<file path="src/ssp_pkg.sv">
// ----------------------------------------------------------------------------
// ssp_pkg
// Shared types and constants of the stack pointer unit.
// ----------------------------------------------------------------------------
`default_nettype none

package ssp_pkg;

  localparam int unsigned AddrBits   = 11;
  localparam int unsigned StackDepth = 2 ** AddrBits;
  localparam int unsigned PtrExtW    = 16;
  localparam int unsigned FieldPtrW  = 11;
  localparam int unsigned RetAddrW   = 22;
  localparam int unsigned CfgDataW   = 11;

  localparam bit SmallSpace = (StackDepth <= 256);

  localparam logic [1:0]           CfgPcBytesRst  = 2'd2;
  localparam logic                 CfgInitTopRst  = 1'b1;
  localparam logic [CfgDataW-1:0]  CfgTopAddrRst  = 11'd1119;
  localparam logic [AddrBits-1:0]  PtrRst         = AddrBits'(CfgTopAddrRst);

  typedef enum logic [3:0] {
    ActPush      = 4'd0,
    ActPop       = 4'd1,
    ActPushAddr  = 4'd2,
    ActPopAddr   = 4'd3,
    ActWriteLow  = 4'd4,
    ActWriteHigh = 4'd5,
    ActReadLow   = 4'd6,
    ActReadHigh  = 4'd7,
    ActReinit    = 4'd8
  } ssp_action_e;

  typedef enum logic [1:0] {
    CfgPcBytes    = 2'd0,
    CfgInitAtTop  = 2'd1,
    CfgTopAddress = 2'd2
  } ssp_cfg_e;

  typedef struct packed {
    logic [3:0]          action;
    logic [7:0]          data_byte;
    logic [RetAddrW-1:0] return_address;
  } ssp_in_t;

  typedef struct packed {
    logic [7:0]           read_data;
    logic [RetAddrW-1:0]  popped_address;
    logic [FieldPtrW-1:0] pointer_now;
    logic [FieldPtrW-1:0] lowest_pointer;
    logic                 missing_high_flag;
  } ssp_out_t;

  typedef struct packed {
    logic                en;
    logic                we;
    logic [AddrBits-1:0] addr;
    logic [7:0]          wdata;
  } ssp_mem_req_t;

endpackage

`default_nettype wire

</file>
<file path="src/ssp_outbuf.sv">
// ----------------------------------------------------------------------------
// ssp_outbuf
// Result register between the sequencer and the output channel.
// ----------------------------------------------------------------------------
`default_nettype none

module ssp_outbuf (
  input  logic              clk_i,
  input  logic              rst_ni,
  input  logic              load_i,
  input  ssp_pkg::ssp_out_t res_i,
  output logic              free_o,
  output logic              out_valid_o,
  input  logic              out_stall_i,
  output ssp_pkg::ssp_out_t out_data_o
);

  logic              valid_q, valid_d;
  ssp_pkg::ssp_out_t data_q;

  assign free_o  = !valid_q || !out_stall_i;
  assign valid_d = (load_i && free_o) || (valid_q && out_stall_i);

  always_ff @(posedge clk_i or negedge rst_ni) begin
    if (!rst_ni) begin
      valid_q <= 1'b0;
    end else begin
      valid_q <= valid_d;
    end
  end

  always_ff @(posedge clk_i) begin
    if (load_i && free_o) begin
      data_q <= res_i;
    end
  end

  assign out_valid_o = valid_q;
  assign out_data_o  = data_q;

endmodule

`default_nettype wire

</file>
<file path="config.mk">
export PLATFORM = sky130hd
export DESIGN_NAME = ssp_outbuf
export DESIGN_NICKNAME = d
export VERILOG_FILES = /design/src/ssp_pkg.sv /design/src/ssp_outbuf.sv
export SDC_FILE = /design/constraint.sdc
export NUM_CORES = 1
export LEC_CHECK = 0
export BUFFER_PORTS_ARGS = -buffer_cell sky130_fd_sc_hd__buf_4
export CAP_MARGIN = 25
export CORE_MARGIN = 3
export CORE_UTILIZATION = 40
export DETAILED_ROUTE_END_ITERATION = 7
export GPL_TIMING_DRIVEN = 0
export PLACE_DENSITY = 0.78
export SLEW_MARGIN = 20
export SYNTH_ARGS = -nofsm -noshare
export SYNTH_HDL_FRONTEND = slang
export SYNTH_SLANG_ARGS = --single-unit
</file>
<file path="constraint.sdc">
create_clock -name clk_i -period 2.85 [get_ports clk_i]
set_input_delay 0.57 -clock clk_i [delete_from_list [all_inputs] [get_ports clk_i]]
set_output_delay 0.57 -clock clk_i [all_outputs]
set_load 0.03 [all_outputs]
</file>
==> summary.md <==
| Metric | Value |
|---|---|
| Vias in the first global route | around 1100 |
| WHS Endpoint | out_data_o[25]$_DFFE_PP_ |
| Min-delay src | res_i[25] |
| Core Box Area | approximately 0.0038 mm² |
| Root buf cell | clkbuf_8 |
| Critical path arrival | 1010 ps |
| Total CTS buffers | 5 |
| Die width | approximately 70 µm |
| Actual slew at the worst max-slew pin | roughly 340 ps |
| Commonest cells post-synth | edfxtp_1, a21boi_2, a21o_1, dfrtp_1, nand2_1 |
| Largest net degree at the start of global routing | 26 |
| Worst r2r dst | out_data_o[2]$_DFFE_PP_ |
| Placed wire-length estimate | approximately 2.9 mm |
| Area leader, netlist | edfxtp_1 |
| Max FO, Critical Path | 4 |
| CP startpoint kind | register |
| Slew Viols, Final | 0 |
| Die area | slightly below 0.005 mm² |
| Top cell type's share of synthesized area | between 90% and 100% |
| Antenna violations before repair | 0 |
| Dpl ws | 1307 ps |
| R2R setup slack | around 1500 ps |
| FFs w/ async S/R, synth | around 1.9% |
| TritonCTS clock tree | yes |
| Buf/Inv on CP | 1 |
| Ant. Diodes | 0 |
| Worst flop-to-flop path startpoint | out_valid_o$_DFF_PN0_ |
| Row count | 22 |
| IO buf count | 111 |
| Clk slew on worst S/H paths | 90 ps |
| WP data required | ~2300 ps |
| Post-Syn Area | 0.001639 mm² |
| Later-pin clock latency in the skew report | around 300 ps |
| Gr usage total | between 10% and 20% |
| Ratio of cells with drive above 1 in the final layout | about two thirds |
| Cell area power density | slightly above 600 mW/mm² |
| CP top delay family | flip-flops |
| Placed cell count | about 220 |
| Seq/Total Area, Yosys | a little over nine tenths |
| Sequential Area | 0.001617 mm² |
| Final Hold Viols | 0 |
| Dpl cell area | ~0.0026 mm² |
| Layout fillers | roughly 250 |
| Crit. End Element | output pin |
| GP Congestion | around 0.73 |
| Slowest stage delay, CP | between 400 and 500 ps |
| Post-synth EDFFs | 53 |
| Final worst slack | roughly 1300 ps |
| Worst clock skew | 2.124 ps |
| WL/cell | between 15 and 20 µm |
| R2R depth | 2 |
| Cell area after layout | around 0.0027 mm² |
| Global-route wire length before repair | about 5.4 mm |
| DR pass1 iterations | 4 |
| Worst path cell trace | nand2_1 -> buf_4 |
| Final nets | between 200 and 250 |
| Drt via density | 4.410 |
| Synth Instances | between 50 and 60 |
| H-tree levels | 2 |
| Setup Viol. Count Final | 0 |
| Syn_area_per_cell | roughly 29 µm² |
| Outcome | finished clean |
| Number of buffers on the longest clock path | 2 |
| Min Tclk post-route | approximately 1600 ps |
| Final period utilization | between 50% and 60% |
| Min-delay worst type | input port to register |
| Critical path type | register to output pin |
| DR iter-0 viols | between 40 and 50 |
| Drc violations | 0 |
| Initial Utilization | 43.15% |
| DRT antenna net count | 0 |
| Max-capacitance violation count | 0 |
| DR vias | around 1000 |
| Multi-input gate area | 30.03 µm² |
| Seq cells post-synth | 54 |
| Clock Sinks | 54 |
| Area contributors post-synth | edfxtp_1, dfrtp_1, a21boi_2, a21o_1, nand2_1 |
| Relative max-transition margin | between 70% and 80% |
| Ports | between 100 and 150 |
| Synth Flop Type | edfxtp_1 |
| Pleak | ~1.2 nW |
| WHS Path Cells | 1 |
| FMAX | ~0.63 GHz |
| Peak supply drop | between 0.0004 and 0.0005 V |
| Top-count cell post-synth | edfxtp_1 |
| Synth-to-layout area growth | 65.57% |
| Slowest stage cell, crit path | dfrtp_1 |
| Non-filler cells, final | approximately 230 |
| CTS resizes | 0 |
| Unrepaired setup endpoints after global routing | no |
| Grt ovf | 0 |
| Post-synth cell types | 5 |
| Post-Synthesis Net Count | about 110 |
| Final wirelength | about 3.7 mm |
| Ys Warns | 0 |
| Die height | between 70 and 80 µm |
[repair_timing]
item | 4_1_cts | 5_1_grt
setup buffers | 0 | 0
hold endpoints to repair | 0 | 1
hold buffers | 0 | 1
[through the flow]
stage	total power [mW]	setup TNS, ps	util [%]	hold WS [ps]
5_1_grt	1.741	0	71.44	413.3
6_report	1.674	0	71.44	439.2
2_1_floorplan	1.060	0	-	274.4
4_1_cts	1.688	0	71.18	9.994
3_3_place_gp	1.184	-8257	66.67	345.4
3_5_place_dp	1.203	0	68.31	347.7
[per-layer routing]
| metal | part of all wire, % | vias up | GRT usage (%) |
|---|---|---|---|
| li1 | - | 470 | - |
| met1 | 27 | 451 | 12.66 |
| met2 | 53 | 76 | 25.50 |
| met3 | 19 | 4 | 12.52 |
| met4 | 1.3 | 0 | 7.660 |
| met5 | 0 | - | 0 |
[cell usage in the layout (no fill, tap or decap)]
| cell type | Yosys | layout |
|---|---|---|
| bufinv_16 | 0 | 1 |
| buf_4 | 0 | 111 |
| clkbuf_8 | 0 | 5 |
| buf_16 | 0 | 2 |
| a21o_1 | 1 | 1 |
| clkinv_2 | 0 | 2 |
| dlygate4sd3_1 | 0 | 1 |
| edfxtp_1 | 53 | 53 |
| a21boi_4 | 0 | 1 |
| nand2_1 | 1 | 1 |
| dfrtp_1 | 1 | 1 |
[worst max path at each step]
stage                                      from                        to  slack [ps]  depth (start not counted)
after floorplan                     out_stall_i   out_data_o[0]$_DFFE_PP_         310                          1
after global placement              out_stall_i  out_data_o[32]$_DFFE_PP_        -160                          2
after detailed placement            out_stall_i  out_data_o[23]$_DFFE_PP_        1310                          3
after CTS                 out_valid_o$_DFF_PN0_                    free_o        1250                          2
after global routing      out_valid_o$_DFF_PN0_                    free_o        1210                          2
final                     out_valid_o$_DFF_PN0_                    free_o        1270                          2
[worst reg2reg max path, stage by stage (launching register included)]
cell and delay, ps:
dfrtp_1 450, a21boi_4 350, buf_16 220
[cell families (layout without fill, tap and decap cells)]
| logic type | Yosys count | in the layout | synth area share, % |
|---|---|---|---|
| DFF | 54 | 54 | 98.63 |
| AOI/OAI and AO/OA | 2 | 2 | 1.145 |
| and+or+nand+nor | 1 | 1 | 0.2288 |
| buffers and inverters | 0 | 122 | 0 |
[report_power, final]
group          switching (mW)  internal [mW]  total (mW)
registers              0.0127          0.924       0.936
clock network           0.233          0.259       0.492
logic                   0.135          0.111       0.246
[sequential cells by signal, indices dropped and copies added, names as in the netlist]
| signal | flops |
|---|---|
| out_data_o | 53 |
| out_valid_o | 1 |
[area by class of cell]
class	count	area share (%)
Sequential cell	54	59.57
Timing Repair Buffer	114	33.10
Clock buffer	5	2.536
Tap cell	48	2.213
Clock inverter	3	1.475
Multi-Input combinational cell	3	1.107
Note: power is estimated with default switching activity, not from simulation.
