File: config.mk
export PLATFORM = sky130hd
export DESIGN_NAME = ssp_ram
export DESIGN_NICKNAME = d
export VERILOG_FILES = /design/src/ssp_ram.sv
export SDC_FILE = /design/constraint.sdc
export NUM_CORES = 2
export LEC_CHECK = 0
export BUFFER_PORTS_ARGS = -buffer_cell sky130_fd_sc_hd__buf_4
export CORE_MARGIN = 8
export CORE_UTILIZATION = 55
export CTS_BUF_LIST = sky130_fd_sc_hd__clkbuf_8
export DETAILED_ROUTE_END_ITERATION = 7
export PLACE_DENSITY = 0.69
export SLEW_MARGIN = 20
export SYNTH_ARGS = -nofsm -noshare
export SYNTH_HDL_FRONTEND = slang
export SYNTH_SLANG_ARGS = --single-unit
File: constraint.sdc
create_clock -name clk_i -period 3.85 [get_ports clk_i]
set_input_delay 0.5775 -clock clk_i [delete_from_list [all_inputs] [get_ports clk_i]]
set_output_delay 0.5775 -clock clk_i [all_outputs]
set_load 0.005 [all_outputs]
File: src/ssp_ram.sv
// ----------------------------------------------------------------------------
// ssp_ram
// Generic single-port RAM with registered read.
// ----------------------------------------------------------------------------
`default_nettype none

module ssp_ram #(
  parameter int unsigned Width = 8,
  parameter int unsigned Depth = 256,
  localparam int unsigned AddrW = $clog2(Depth)
) (
  input  logic             clk_i,
  input  logic             en_i,
  input  logic             we_i,
  input  logic [AddrW-1:0] addr_i,
  input  logic [Width-1:0] wdata_i,
  output logic [Width-1:0] rdata_o
);

  logic [Width-1:0] mem_q [Depth];
  logic [Width-1:0] rdata_q;

  always_ff @(posedge clk_i) begin
    if (en_i) begin
      if (we_i) begin
        mem_q[addr_i] <= wdata_i;
      end else begin
        rdata_q <= mem_q[addr_i];
      end
    end
  end

  assign rdata_o = rdata_q;

endmodule

`default_nettype wire

==> impl_metrics.prom <==
# TYPE chip_impl_metric gauge
chip_impl_info{name="run_status",value="finished clean"} 1
chip_impl_metric{name="syn_nets",unit=""} 3545
chip_impl_info{name="worst-setup-path-type",value="in -> reg"} 1
chip_impl_metric{name="tritoncts.num_buffers",unit=""} 334
chip_impl_metric{name="critical_path_buf_inv_count",unit=""} 3
chip_impl_metric{name="detail_route.vias_per_cell",unit=""} 6.34
chip_impl_metric{name="post_synth_inst_count",unit=""} 3526
chip_impl_metric{name="dieWidth",unit="um"} 393
chip_impl_info{name="hold_path_startpoint",value="wdata_i[3]"} 1
chip_impl_metric{name="buffer_ports.inserted",unit=""} 26
chip_impl_metric{name="vias",unit=""} 39600
chip_impl_info{name="hold_class",value="in -> reg"} 1
chip_impl_metric{name="max_cap_viol_count",unit=""} 0
chip_impl_metric{name="postLayoutCellArea",unit="um^2"} 90000
chip_impl_metric{name="grtUsageTotal",unit="%"} 23.8
chip_impl_info{name="hold_path_end",value="mem_q[118][3]"} 1
chip_impl_metric{name="tritoncts_num_sinks",unit=""} 2056
chip_impl_metric{name="wl_per_cell",unit="um"} 30.1
chip_impl_metric{name="cp_data_required_time",unit="ps"} 4560
chip_impl_info{name="r2r-end",value="rdata_o[5]"} 1
chip_impl_info{name="critical_path.cell_chain",value="buf_8, buf_4, mux4_2, a22oi_1, a21oi_1, o41ai_1, buf_4, nand4_1"} 1
chip_impl_metric{name="die_area",unit="um^2"} 155000
chip_impl_metric{name="boundaryPins",unit=""} 27
chip_impl_metric{name="drc",unit=""} 0
chip_impl_metric{name="grt_antenna_before_repair",unit=""} 7
chip_impl_info{name="grt_setup_unrepaired",value="false"} 1
chip_impl_metric{name="r2r_cells",unit=""} 6
chip_impl_metric{name="max-slew-margin-rel",unit="%"} 25.7
chip_impl_metric{name="h-tree-depth",unit=""} 5
chip_impl_metric{name="synth_compound_gate_area_share",unit="%"} 3.63
chip_impl_info{name="cts_tree",value="built"} 1
chip_impl_info{name="worst_r2r_startpoint",value="mem_q[207][5]"} 1
chip_impl_metric{name="timing.critical_path.fanout_max",unit=""} 59
chip_impl_metric{name="finalSetupViolations",unit=""} 0
chip_impl_metric{name="area_growth",unit="%"} 14.8
chip_impl_metric{name="period_share",unit="%"} 77.0
chip_impl_info{name="worst_setup_path_end_kind",value="flop"} 1
chip_impl_metric{name="multi_input_comb_area",unit="um^2"} 15700
chip_impl_metric{name="synth.mux.area_fraction",unit="%"} 14.7
chip_impl_metric{name="drt_iter0_drc",unit=""} 4763
chip_impl_metric{name="post_synth_xor_area_fraction",unit="%"} 0
chip_impl_metric{name="share_clk_of_total_power",unit="%"} 38.4
chip_impl_metric{name="r2r_setup_slack",unit="ps"} 1020
chip_impl_metric{name="power_density",unit="nW/um^2"} 483
chip_impl_metric{name="clk_latency",unit="ps"} 980
chip_impl_metric{name="seqPwrFrac",unit="%"} 56.8
chip_impl_metric{name="finalWeightedCongestion",unit=""} 0.851
chip_impl_metric{name="post_dp_cell_area",unit="um^2"} 84200
chip_impl_metric{name="power_report.internal_total",unit="uW"} 34100
chip_impl_metric{name="synth_largest_type_area_fraction",unit="%"} 78.8
chip_impl_metric{name="finalClockSkew",unit="ps"} 62.0
chip_impl_metric{name="drive_gt1_share",unit="%"} 32.4
chip_impl_metric{name="half_perimeter_wire_length_of_the_detailed_placement_result",unit="mm"} 115
chip_impl_info{name="worst_path_dominant_cell_family",value="buffers and inverters"} 1
chip_impl_metric{name="synth_cell_type_count",unit=""} 21
chip_impl_info{name="ys_top_cells_by_area",value="sky130_fd_sc_hd__edfxtp_1 (79%), sky130_fd_sc_hd__mux4_2 (15%), sky130_fd_sc_hd__a22oi_1 (2.5%)"} 1
chip_impl_metric{name="timing.critical_path.slowest_cell_delay",unit="ps"} 810
chip_impl_metric{name="antenna_violating_nets_post_route",unit=""} 0
chip_impl_metric{name="yosys_warnings",unit=""} 0
chip_impl_metric{name="worstMarginPinSlew",unit="ps"} 1110
chip_impl_metric{name="finish.net_count",unit=""} 4149
chip_impl_metric{name="pin_count_of_the_biggest_net_entering_global_routing",unit=""} 142
chip_impl_metric{name="number_of_synthesized_register_bits",unit=""} 2056
chip_impl_metric{name="p_leak",unit="uW"} 0.0287
chip_impl_info{name="cpMaxStageDelayCell",value="sky130_fd_sc_hd__o41ai_1"} 1
chip_impl_metric{name="vdd_ir_drop_max",unit="uV"} 289
chip_impl_metric{name="floorplan.core_area",unit="um^2"} 142000
chip_impl_metric{name="synth_fa_ha_area_share",unit="%"} 0
chip_impl_metric{name="timing.final.hold_violations",unit=""} 0
chip_impl_metric{name="cts.reportedPaths.clkPinSlew",unit="ps"} 60
chip_impl_metric{name="grt_overflow",unit=""} 0
chip_impl_info{name="root_buffer",value="sky130_fd_sc_hd__clkbuf_8"} 1
chip_impl_metric{name="first_global_vias",unit=""} 39600
chip_impl_info{name="most-common-layout-cells",value="sky130_fd_sc_hd__edfxtp_1 (2056), sky130_fd_sc_hd__mux4_2 (512), sky130_fd_sc_hd__buf_4 (429)"} 1
chip_impl_metric{name="postCtsResizedCells",unit=""} 0
chip_impl_metric{name="die_h",unit="um"} 393
chip_impl_metric{name="fp-row-count",unit=""} 138
chip_impl_info{name="mostFrequentLayoutCell",value="sky130_fd_sc_hd__edfxtp_1"} 1
chip_impl_metric{name="timing.final.max_slew_violations",unit=""} 0
chip_impl_metric{name="netSwitchingPower",unit="uW"} 9410
chip_impl_metric{name="starting_utilization_of_the_core_area",unit="%"} 55.4
chip_impl_metric{name="synth.avg_cell_area",unit="um^2"} 22.2
chip_impl_info{name="worst_path_most_repeated_cell",value="sky130_fd_sc_hd__buf_4"} 1
chip_impl_metric{name="area_of_the_mapped_netlist",unit="um^2"} 78400
chip_impl_metric{name="final-seq-area",unit="um^2"} 61700
chip_impl_metric{name="postRouteWirelength",unit="mm"} 188
chip_impl_metric{name="max_clock_freq",unit="MHz"} 337
chip_impl_metric{name="synth_simple_gate_area_share",unit="%"} 1.61
chip_impl_metric{name="seq_area_frac_synth",unit="%"} 78.8
chip_impl_metric{name="crit_arrival",unit="ps"} 3680
chip_impl_metric{name="final.min_clock_period",unit="ps"} 2970
chip_impl_metric{name="power.combinational.fraction",unit="%"} 4.8
chip_impl_info{name="timing.critical_path.from_type",value="input pin"} 1
chip_impl_metric{name="postLayoutCoreUtil",unit="%"} 63.6
chip_impl_metric{name="whs",unit="ps"} 90.1
chip_impl_metric{name="firstDrtPassIters",unit=""} 5
chip_impl_metric{name="layout.filler_cells",unit=""} 9388
chip_impl_info{name="synth_top_family_by_area",value="multiplexers"} 1
chip_impl_metric{name="worst_hold_path.num_cells",unit=""} 1
chip_impl_metric{name="first_pass_grt_wire_length",unit="mm"} 272
chip_impl_metric{name="switching_share",unit="%"} 21.6
chip_impl_info{name="synth_top_cell_by_area",value="sky130_fd_sc_hd__edfxtp_1"} 1
chip_impl_metric{name="clock_tree.buffer_depth",unit=""} 4
chip_impl_metric{name="worst_slack",unit="ps"} 885
chip_impl_metric{name="detailedPlace.worstSlack",unit="ps"} -280
## area by class of cell
class / instances / share of cell area [%]
Antenna cell: 3 / 0.00834
Sequential cell: 2056 / 68.6
Timing Repair Buffer: 493 / 4.93
Clock inverter: 214 / 1.16
Multi-Input combinational cell: 1245 / 17.5
Clock buffer: 340 / 5.20
Tap cell: 1890 / 2.63
## synth_stat cells
cell type / count
sky130_fd_sc_hd__edfxtp_1: 2056
sky130_fd_sc_hd__mux4_2: 512
sky130_fd_sc_hd__nor2_1: 259
sky130_fd_sc_hd__a22oi_1: 256
sky130_fd_sc_hd__clkbuf_1: 143
sky130_fd_sc_hd__a21oi_1: 128
sky130_fd_sc_hd__buf_2: 41
sky130_fd_sc_hd__o41ai_1: 32
sky130_fd_sc_hd__nand2_1: 30
sky130_fd_sc_hd__buf_1: 21
sky130_fd_sc_hd__buf_4: 11
sky130_fd_sc_hd__buf_6: 9
sky130_fd_sc_hd__nand4_1: 8
sky130_fd_sc_hd__nor2b_1: 7
sky130_fd_sc_hd__nand3_1: 4
sky130_fd_sc_hd__and2_1: 2
sky130_fd_sc_hd__nand2b_1: 2
sky130_fd_sc_hd__nor3b_1: 2
sky130_fd_sc_hd__and4_1: 1
sky130_fd_sc_hd__nor3_1: 1
sky130_fd_sc_hd__or2_2: 1
## state kept, by name (all words and copies together), names as in the netlist
| name | cells |
|---|---|
| rdata_o | 8 |
| mem_q | 2048 |
## power groups by stage
stage               Clock, uW  Combinational, uW  Sequential, uW
finish                  16700               2100           24700
global route            17900               2210           24700
CTS                     17000               2110           24700
detailed placement          0               2110           25100
global placement            0               2080           25100
floorplan                   0               1060           25100
## worst register-to-register path, delay by kind of cell (launching register included)
| kind | cells | cell delay [ps] |
|---|---|---|
| compound gates | 3 | 1350 |
| mux | 1 | 470 |
| flops | 1 | 360 |
| buf+inv | 1 | 270 |
| simple gates | 1 | 90 |
## timing repair
action                                  4_1_cts  5_1_grt
setup buffers                                 0        0
endpoints found under the setup margin        0        0
endpoints found under the hold margin         3        0
hold buffers                                  1        0
## metrics by stage
stage	power, uW	setup TNS [ps]	std cells
detailed placement	27300	-519	5683
global placement	27200	-788	5683
finish	43500	0	6241
global route	44800	0	6239
CTS	43800	0	6238
floorplan	26200	0	3526
## kinds of logic (layout without fill, tap and decap cells)
group / Yosys count / in the layout
and+or+nand+nor: 317 / 317
muxes: 512 / 512
other: 0 / 3
DFF: 2056 / 2056
AOI/OAI and AO/OA: 416 / 416
buffers and inverters: 225 / 1047
## worst max path at each step
stage | start | to | slack, ps | cells after the start
6_report | addr_i[1] | rdata_o[5] | 880 | 8
5_1_grt | addr_i[0] | rdata_o[0] | 820 | 9
4_1_cts | addr_i[0] | rdata_o[7] | 770 | 9
3_5_place_dp | addr_i[0] | rdata_o[7] | -280 | 9
3_3_place_gp | addr_i[0] | rdata_o[7] | -360 | 9
2_1_floorplan | addr_i[0] | mem_q[117][0] | 980 | 8
## metal layers
layer,vias up,global-route usage (%),share of wire [%]
met3,381,4.87,10
met4,2,7.89,3.1
met1,20700,34.8,39
li1,16200,-,-
met2,2255,36.6,47
met5,-,0,0.0059
No activity file was read; power rests on OpenSTA's default activity.
