$ cat src/ssp_pkg.sv
// ----------------------------------------------------------------------------
// ssp_pkg
// Shared types and constants of the stack pointer unit.
// ----------------------------------------------------------------------------
`default_nettype none

package ssp_pkg;

  localparam int unsigned AddrBits   = 11;
  localparam int unsigned StackDepth = 2 ** AddrBits;
  localparam int unsigned PtrExtW    = 16;
  localparam int unsigned FieldPtrW  = 11;
  localparam int unsigned RetAddrW   = 22;
  localparam int unsigned CfgDataW   = 11;

  localparam bit SmallSpace = (StackDepth <= 256);

  localparam logic [1:0]           CfgPcBytesRst  = 2'd2;
  localparam logic                 CfgInitTopRst  = 1'b1;
  localparam logic [CfgDataW-1:0]  CfgTopAddrRst  = 11'd1119;
  localparam logic [AddrBits-1:0]  PtrRst         = AddrBits'(CfgTopAddrRst);

  typedef enum logic [3:0] {
    ActPush      = 4'd0,
    ActPop       = 4'd1,
    ActPushAddr  = 4'd2,
    ActPopAddr   = 4'd3,
    ActWriteLow  = 4'd4,
    ActWriteHigh = 4'd5,
    ActReadLow   = 4'd6,
    ActReadHigh  = 4'd7,
    ActReinit    = 4'd8
  } ssp_action_e;

  typedef enum logic [1:0] {
    CfgPcBytes    = 2'd0,
    CfgInitAtTop  = 2'd1,
    CfgTopAddress = 2'd2
  } ssp_cfg_e;

  typedef struct packed {
    logic [3:0]          action;
    logic [7:0]          data_byte;
    logic [RetAddrW-1:0] return_address;
  } ssp_in_t;

  typedef struct packed {
    logic [7:0]           read_data;
    logic [RetAddrW-1:0]  popped_address;
    logic [FieldPtrW-1:0] pointer_now;
    logic [FieldPtrW-1:0] lowest_pointer;
    logic                 missing_high_flag;
  } ssp_out_t;

  typedef struct packed {
    logic                en;
    logic                we;
    logic [AddrBits-1:0] addr;
    logic [7:0]          wdata;
  } ssp_mem_req_t;

endpackage

`default_nettype wire

$ cat src/ssp_seq.sv
// ----------------------------------------------------------------------------
// ssp_seq
// Request sequencer: pointer, low-water mark, config registers and
// byte-by-byte stack memory access.
// ----------------------------------------------------------------------------
`default_nettype none

module ssp_seq (
  input  logic                  clk_i,
  input  logic                  rst_ni,
  input  logic                  cfg_we_i,
  input  logic [1:0]            cfg_index_i,
  input  logic [ssp_pkg::CfgDataW-1:0] cfg_data_i,
  input  logic                  start_i,
  input  ssp_pkg::ssp_in_t      in_data_i,
  output logic                  idle_o,
  output ssp_pkg::ssp_mem_req_t mem_req_o,
  input  logic [7:0]            mem_rdata_i,
  output logic                  res_valid_o,
  input  logic                  res_free_i,
  output ssp_pkg::ssp_out_t     res_o
);

  typedef enum logic [1:0] {
    StIdle = 2'b01,
    StRun  = 2'b10
  } ssp_state_e;

  ssp_state_e state_q, state_d;

  logic [1:0]                   cfg_pc_q;
  logic                         cfg_init_q;
  logic [ssp_pkg::CfgDataW-1:0] cfg_top_q;

  logic [ssp_pkg::AddrBits-1:0] ptr_q, ptr_d, low_q, low_d;
  logic [ssp_pkg::AddrBits-1:0] ptr_inc, ptr_dec, ptr_init;
  logic [ssp_pkg::PtrExtW-1:0]  ptr_ext, low_ext;
  logic [1:0]                   rem_q, rem_d, n_addr;
  logic                         push_q, push_d;
  logic                         pend_q, pend_d;
  logic [23:0]                  sh_q, sh_d, acc_next;
  logic [3:0]                   act_q, act_d;
  logic [7:0]                   rd_q, rd_d;
  logic                         flag_q, flag_d;
  logic                         fin;

  always_ff @(posedge clk_i or negedge rst_ni) begin
    if (!rst_ni) begin
      cfg_pc_q   <= ssp_pkg::CfgPcBytesRst;
      cfg_init_q <= ssp_pkg::CfgInitTopRst;
      cfg_top_q  <= ssp_pkg::CfgTopAddrRst;
    end else if (cfg_we_i) begin
      unique case (cfg_index_i)
        ssp_pkg::CfgPcBytes:    cfg_pc_q   <= cfg_data_i[1:0];
        ssp_pkg::CfgInitAtTop:  cfg_init_q <= cfg_data_i[0];
        ssp_pkg::CfgTopAddress: cfg_top_q  <= cfg_data_i;
        default: ;
      endcase
    end
  end

  assign ptr_inc  = ptr_q + 1'b1;
  assign ptr_dec  = ptr_q - 1'b1;
  assign ptr_ext  = ssp_pkg::PtrExtW'(ptr_q);
  assign low_ext  = ssp_pkg::PtrExtW'(low_q);
  assign ptr_init = cfg_init_q ? ssp_pkg::AddrBits'(cfg_top_q) : '0;
  assign n_addr   = (cfg_pc_q == 2'd3) ? 2'd3 : 2'd2;
  assign acc_next = pend_q ? {sh_q[15:0], mem_rdata_i} : sh_q;
  assign fin      = (state_q == StRun) && (rem_q == 2'd0);
  assign idle_o   = (state_q == StIdle);

  always_comb begin
    state_d   = state_q;
    ptr_d     = ptr_q;
    low_d     = low_q;
    rem_d     = rem_q;
    push_d    = push_q;
    pend_d    = 1'b0;
    sh_d      = push_q ? sh_q : acc_next;
    act_d     = act_q;
    rd_d      = rd_q;
    flag_d    = flag_q;
    mem_req_o = '0;

    unique case (state_q)
      StIdle: begin
        if (start_i) begin
          state_d = StRun;
          act_d   = in_data_i.action;
          rd_d    = '0;
          flag_d  = 1'b0;
          rem_d   = 2'd0;
          push_d  = 1'b0;
          sh_d    = '0;
          case (in_data_i.action)
            ssp_pkg::ActPush: begin
              push_d = 1'b1;
              rem_d  = 2'd1;
              sh_d   = 24'(in_data_i.data_byte);
            end
            ssp_pkg::ActPop: begin
              rem_d = 2'd1;
            end
            ssp_pkg::ActPushAddr: begin
              push_d = 1'b1;
              rem_d  = n_addr;
              sh_d   = 24'(in_data_i.return_address);
            end
            ssp_pkg::ActPopAddr: begin
              rem_d = n_addr;
            end
            ssp_pkg::ActWriteLow: begin
              ptr_d = ssp_pkg::AddrBits'({ptr_ext[15:8], in_data_i.data_byte});
            end
            ssp_pkg::ActWriteHigh: begin
              ptr_d  = ssp_pkg::AddrBits'({in_data_i.data_byte, ptr_ext[7:0]});
              flag_d = ssp_pkg::SmallSpace;
            end
            ssp_pkg::ActReadLow: begin
              rd_d = ptr_ext[7:0];
            end
            ssp_pkg::ActReadHigh: begin
              rd_d = ptr_ext[15:8];
            end
            ssp_pkg::ActReinit: begin
              ptr_d = ptr_init;
              low_d = ptr_init;
            end
            default: ;
          endcase
        end
      end
      StRun: begin
        if (rem_q != 2'd0) begin
          rem_d = rem_q - 2'd1;
          if (push_q) begin
            mem_req_o = '{en: 1'b1, we: 1'b1, addr: ptr_q, wdata: sh_q[7:0]};
            sh_d      = {8'h00, sh_q[23:8]};
            ptr_d     = ptr_dec;
            if (low_q > ptr_dec) begin
              low_d = ptr_dec;
            end
          end else begin
            mem_req_o = '{en: 1'b1, we: 1'b0, addr: ptr_inc, wdata: 8'h00};
            ptr_d     = ptr_inc;
            pend_d    = 1'b1;
          end
        end else if (res_free_i) begin
          state_d = StIdle;
        end
      end
      default: state_d = StIdle;
    endcase
  end

  always_ff @(posedge clk_i or negedge rst_ni) begin
    if (!rst_ni) begin
      state_q <= StIdle;
      ptr_q   <= ssp_pkg::PtrRst;
      low_q   <= ssp_pkg::PtrRst;
      rem_q   <= 2'd0;
      push_q  <= 1'b0;
      pend_q  <= 1'b0;
    end else begin
      state_q <= state_d;
      ptr_q   <= ptr_d;
      low_q   <= low_d;
      rem_q   <= rem_d;
      push_q  <= push_d;
      pend_q  <= pend_d;
    end
  end

  always_ff @(posedge clk_i) begin
    sh_q   <= sh_d;
    act_q  <= act_d;
    rd_q   <= rd_d;
    flag_q <= flag_d;
  end

  assign res_valid_o = fin;

  always_comb begin
    res_o.read_data         = (act_q == ssp_pkg::ActPop) ? acc_next[7:0] : rd_q;
    res_o.popped_address    = (act_q == ssp_pkg::ActPopAddr) ?
                              acc_next[ssp_pkg::RetAddrW-1:0] : '0;
    res_o.pointer_now       = ptr_ext[ssp_pkg::FieldPtrW-1:0];
    res_o.lowest_pointer    = low_ext[ssp_pkg::FieldPtrW-1:0];
    res_o.missing_high_flag = flag_q;
  end

endmodule

`default_nettype wire

$ cat config.mk
export PLATFORM = sky130hd
export DESIGN_NAME = ssp_seq
export DESIGN_NICKNAME = d
export VERILOG_FILES = /design/src/ssp_pkg.sv /design/src/ssp_seq.sv
export SDC_FILE = /design/constraint.sdc
export NUM_CORES = 1
export LEC_CHECK = 0
export BUFFER_PORTS_ARGS = -buffer_cell sky130_fd_sc_hd__buf_4
export CORE_MARGIN = 8
export CORE_UTILIZATION = 55
export CTS_CLUSTER_DIAMETER = 150
export DETAILED_ROUTE_END_ITERATION = 12
export PLACE_DENSITY = 0.83
export SLEW_MARGIN = 20
export SYNTH_ARGS = -nofsm -noshare
export SYNTH_HDL_FRONTEND = slang
export SYNTH_SLANG_ARGS = --single-unit
$ cat constraint.sdc
create_clock -name clk_i -period 5.8 [get_ports clk_i]
set_input_delay 0 -clock clk_i [delete_from_list [all_inputs] [get_ports clk_i]]
set_output_delay 0 -clock clk_i [all_outputs]
set_load 0.02 [all_outputs]
==> flow_summary.json <==
{
  "cts_buffer_depth": 2,
  "fin_crit_sh_pct": 59.7,
  "final_util_pct": 74.0,
  "ios": 136,
  "synth_seq_cells": 78,
  "synth_nets": 663,
  "final.min_clock_period_ns": 3.46,
  "slew_viol_final": 0,
  "fmax_mhz": 289,
  "worstSetupStartpointType": "flop",
  "fp.dieW_um": 114,
  "syn_area_sq_um": 5230,
  "rsz0062_at_grt": "false",
  "syn_to_final_growth_pct": 30.6,
  "cts_sinks": 78,
  "nNetsFinal": 810,
  "setup_ws_ns": 2.34,
  "num_rows": 35,
  "yosysUniqueCellTypes": 70,
  "clock_power_share_pct": 14.4,
  "finalSetupViolCount": 0,
  "combPwrFrac_pct": 51.8,
  "cts_tree": "done",
  "synth-edff-count": 12,
  "grt_first_pass_wirelength_um": 27000,
  "switching_share_pct": 45.6,
  "finClkSkew_ns": 0.00972,
  "antenna_cells": 0,
  "grt_usage_pct": 26.0,
  "cp-startpoint": "ptr_q[0]",
  "numCtsBuffers": 9,
  "irDropWorstVdd_v": 0.000307,
  "critical-path-top-delay-family": "simple AND/OR/NAND/NOR gates",
  "cap_violations": 0,
  "portBuffers": 134,
  "clkTransAtPathRegs_ns": 0.08,
  "crit_buf_inv": 3,
  "worst_slew_pin_slew_ns": 1.12,
  "pre_cts_ws_ns": 2.37,
  "crit_arrival_ns": 3.71,
  "grt_pass1_vias": 5161,
  "crit_chain": "inv_1, ha_1, nor3b_1, nand4_1, xnor2_1, inv_1, ha_1, a21oi_1, nor2b_1, o21ai_0, a311oi_1, buf_4, mux2_2",
  "r2r_start": "ptr_q[0]",
  "routedWlPerCell_um": 19.8,
  "crit_type": "reg2reg",
  "dpl_cell_area_sq_um": 6260,
  "drt_wl_total_um": 17200,
  "yosysWarnings": 0,
  "antenna_left": 0,
  "grt-ovfl-total": 0,
  "coreArea_sq_um": 9240,
  "outcome": "finished, final reports clean",
  "finish.instance_area_sq_um": 6830,
  "async_flop_share_pct": 53.8,
  "yosys_most_used_dff": "dfxtp_1",
  "hold_violations": 0,
  "end_kind": "flop",
  "cts_max_level": 3,
  "initial_utilization_pct": 56.6,
  "fp.dieH_um": 114,
  "yosys.area.top_type": "dfstp_2",
  "hold_class": "in2reg",
  "first_pass_iters": 6,
  "cpMaxStageDelayCell": "nor3b_1",
  "antenna_found_initial": 0,
  "leakage_uw": 0.00285,
  "synth_area_leaders": "dfstp_2, dfxtp_1, mux2i_1, dfrtp_1, edfxtp_1",
  "instances_no_fill": 866,
  "synth_top_area_share_pct": 12.0,
  "syn_avg_cell_area_sq_um": 8.95,
  "dr.first_iter.drc_count": 476,
  "max_stage_delay_ns": 0.55,
  "ctsResizeCount": 0,
  "path_max_fanout": 11,
  "via_count": 5238,
  "p_per_area_nw_per_um2": 421,
  "cts-root-buf": "clkbuf_8",
  "grt_max_degree": 43,
  "p_switching_uw": 1310,
  "drc": 0,
  "min_from": "in_data_i[30]",
  "routed_via_density": 6.05,
  "ys_seq_area_share_pct": 36.7,
  "worstPathRequired_ns": 6.04,
  "p_seq_share_pct": 33.8,
  "dieArea_sq_um": 12900,
  "hpwl_um": 12400,
  "syn_inst": 585,
  "max-slew-margin-rel_pct": 25.2,
  "routabilityCongestion": 0.935,
  "setup_tns_ns": 0,
  "insertion_delay_ns": 0.36,
  "layout-drive-gt1-share_pct": 29.4,
  "dp.cells": 813,
  "p_int_uw": 1570
}
[worst register-to-register path: stages, from the launching register on]
cell and delay [ns]:
dfstp_2 0.42, inv_1 0.13, ha_1 0.22, nor3b_1 0.55
nand4_1 0.21, xnor2_1 0.31, inv_1 0.08, ha_1 0.30
a21oi_1 0.07, nor2b_1 0.10, o21ai_0 0.09, a311oi_1 0.26
buf_4 0.25, mux2_2 0.36
[per-stage QoR]
step	hold WS, ns	power [uW]
3_5_place_dp	0.0186	2380
6_report	0.00497	2880
2_1_floorplan	-0.296	1900
4_1_cts	0.00899	2840
5_1_grt	0.0145	3040
3_3_place_gp	0.0173	2340
[cell usage in the layout (no fill, tap or decap), types with 5 or more instances in the layout]
cell type,synthesis,routed
clkbuf_8,0,11
buf_4,2,138
dfstp_2,24,24
a21oi_1,29,29
xnor2_1,15,15
o21ai_0,28,28
dfxtp_1,24,24
ha_1,18,18
a221oi_1,5,5
dlygate4sd3_1,0,37
nand4_1,9,9
nand2_1,66,66
o221ai_1,5,5
nand3_1,9,9
mux2i_1,48,48
edfxtp_1,12,12
nand2b_1,6,6
a221o_1,8,8
and2_1,14,14
nor3_1,13,13
nor2_1,63,63
mux2_2,25,25
inv_1,19,19
dfrtp_1,18,18
a22o_1,7,7
o22ai_1,5,5
[logic make-up (layout without fill, tap and decap cells)]
group	count (synthesis)	after routing	share of synthesized area (%)
simple gates	208	208	19.4
compound gates	127	127	16.7
fa+ha+maj	18	18	4.30
xor+xnor	19	19	3.18
flops	78	78	36.7
other cells	1	1	0.0717
mux	74	74	14.8
buf+inv	60	212	4.78
[final timing paths]
check,to,slack [ns],depth (start not counted)
worst max-delay path,low_q[5],2.34,13
worst min-delay path,act_q[0],0.005,1
worst max register to register,low_q[5],2.34,13
worst min register to register,sh_q[23],0.47,2
max in group asynchronous,ptr_q[4],5.24,2
min in group asynchronous,low_q[9],0.16,2
[layout make-up]
| class | count | area [sq um] |
|---|---|---|
| inverters | 21 | 78.8 |
| flip-flops and latches | 78 | 1920 |
| multi-input cells | 447 | 3060 |
| repair buffers | 175 | 1410 |
| well taps | 129 | 161 |
| clock inverters | 4 | 25.0 |
| clock buffers | 12 | 176 |
| fillers | 647 | 2410 |
[power groups by stage]
stage	sequential [uW]	combinational (uW)	clock (uW)
final	972	1490	414
after global routing	992	1610	438
after CTS	960	1460	414
after detailed placement	969	1410	0
after global placement	963	1380	0
after floorplan	923	981	0
[repair_timing]
action / CTS / global route
hold endpoints to repair: 62 / 0
hold buffers: 37 / 0
buffers inserted: 0 / 0
[state kept, by name (all words and copies together), names as in the netlist, 2 cells and up]
register	count
act_q	4
rd_q	8
cfg_top_q	11
rem_q	2
state_q	2
cfg_pc_q	2
low_q	11
ptr_q	11
sh_q	24
[cell usage after synthesis, types with 15 or more instances]
master	number
ha_1	18
dfstp_2	24
o21ai_0	28
a21oi_1	29
xnor2_1	15
clkbuf_1	22
mux2_2	25
dfxtp_1	24
mux2i_1	48
nand2_1	66
nor2_1	63
dfrtp_1	18
inv_1	19
[metal layers]
layer | global-route usage, % | vias up | part of all wire, %
met1 | 32.5 | 2446 | 41
li1 | - | 2412 | -
met5 | 0 | - | 0
met4 | 11.0 | 0 | 3.0
met3 | 6.02 | 50 | 9.9
met2 | 42.0 | 330 | 46
Note: power is estimated with default switching activity, not from simulation.
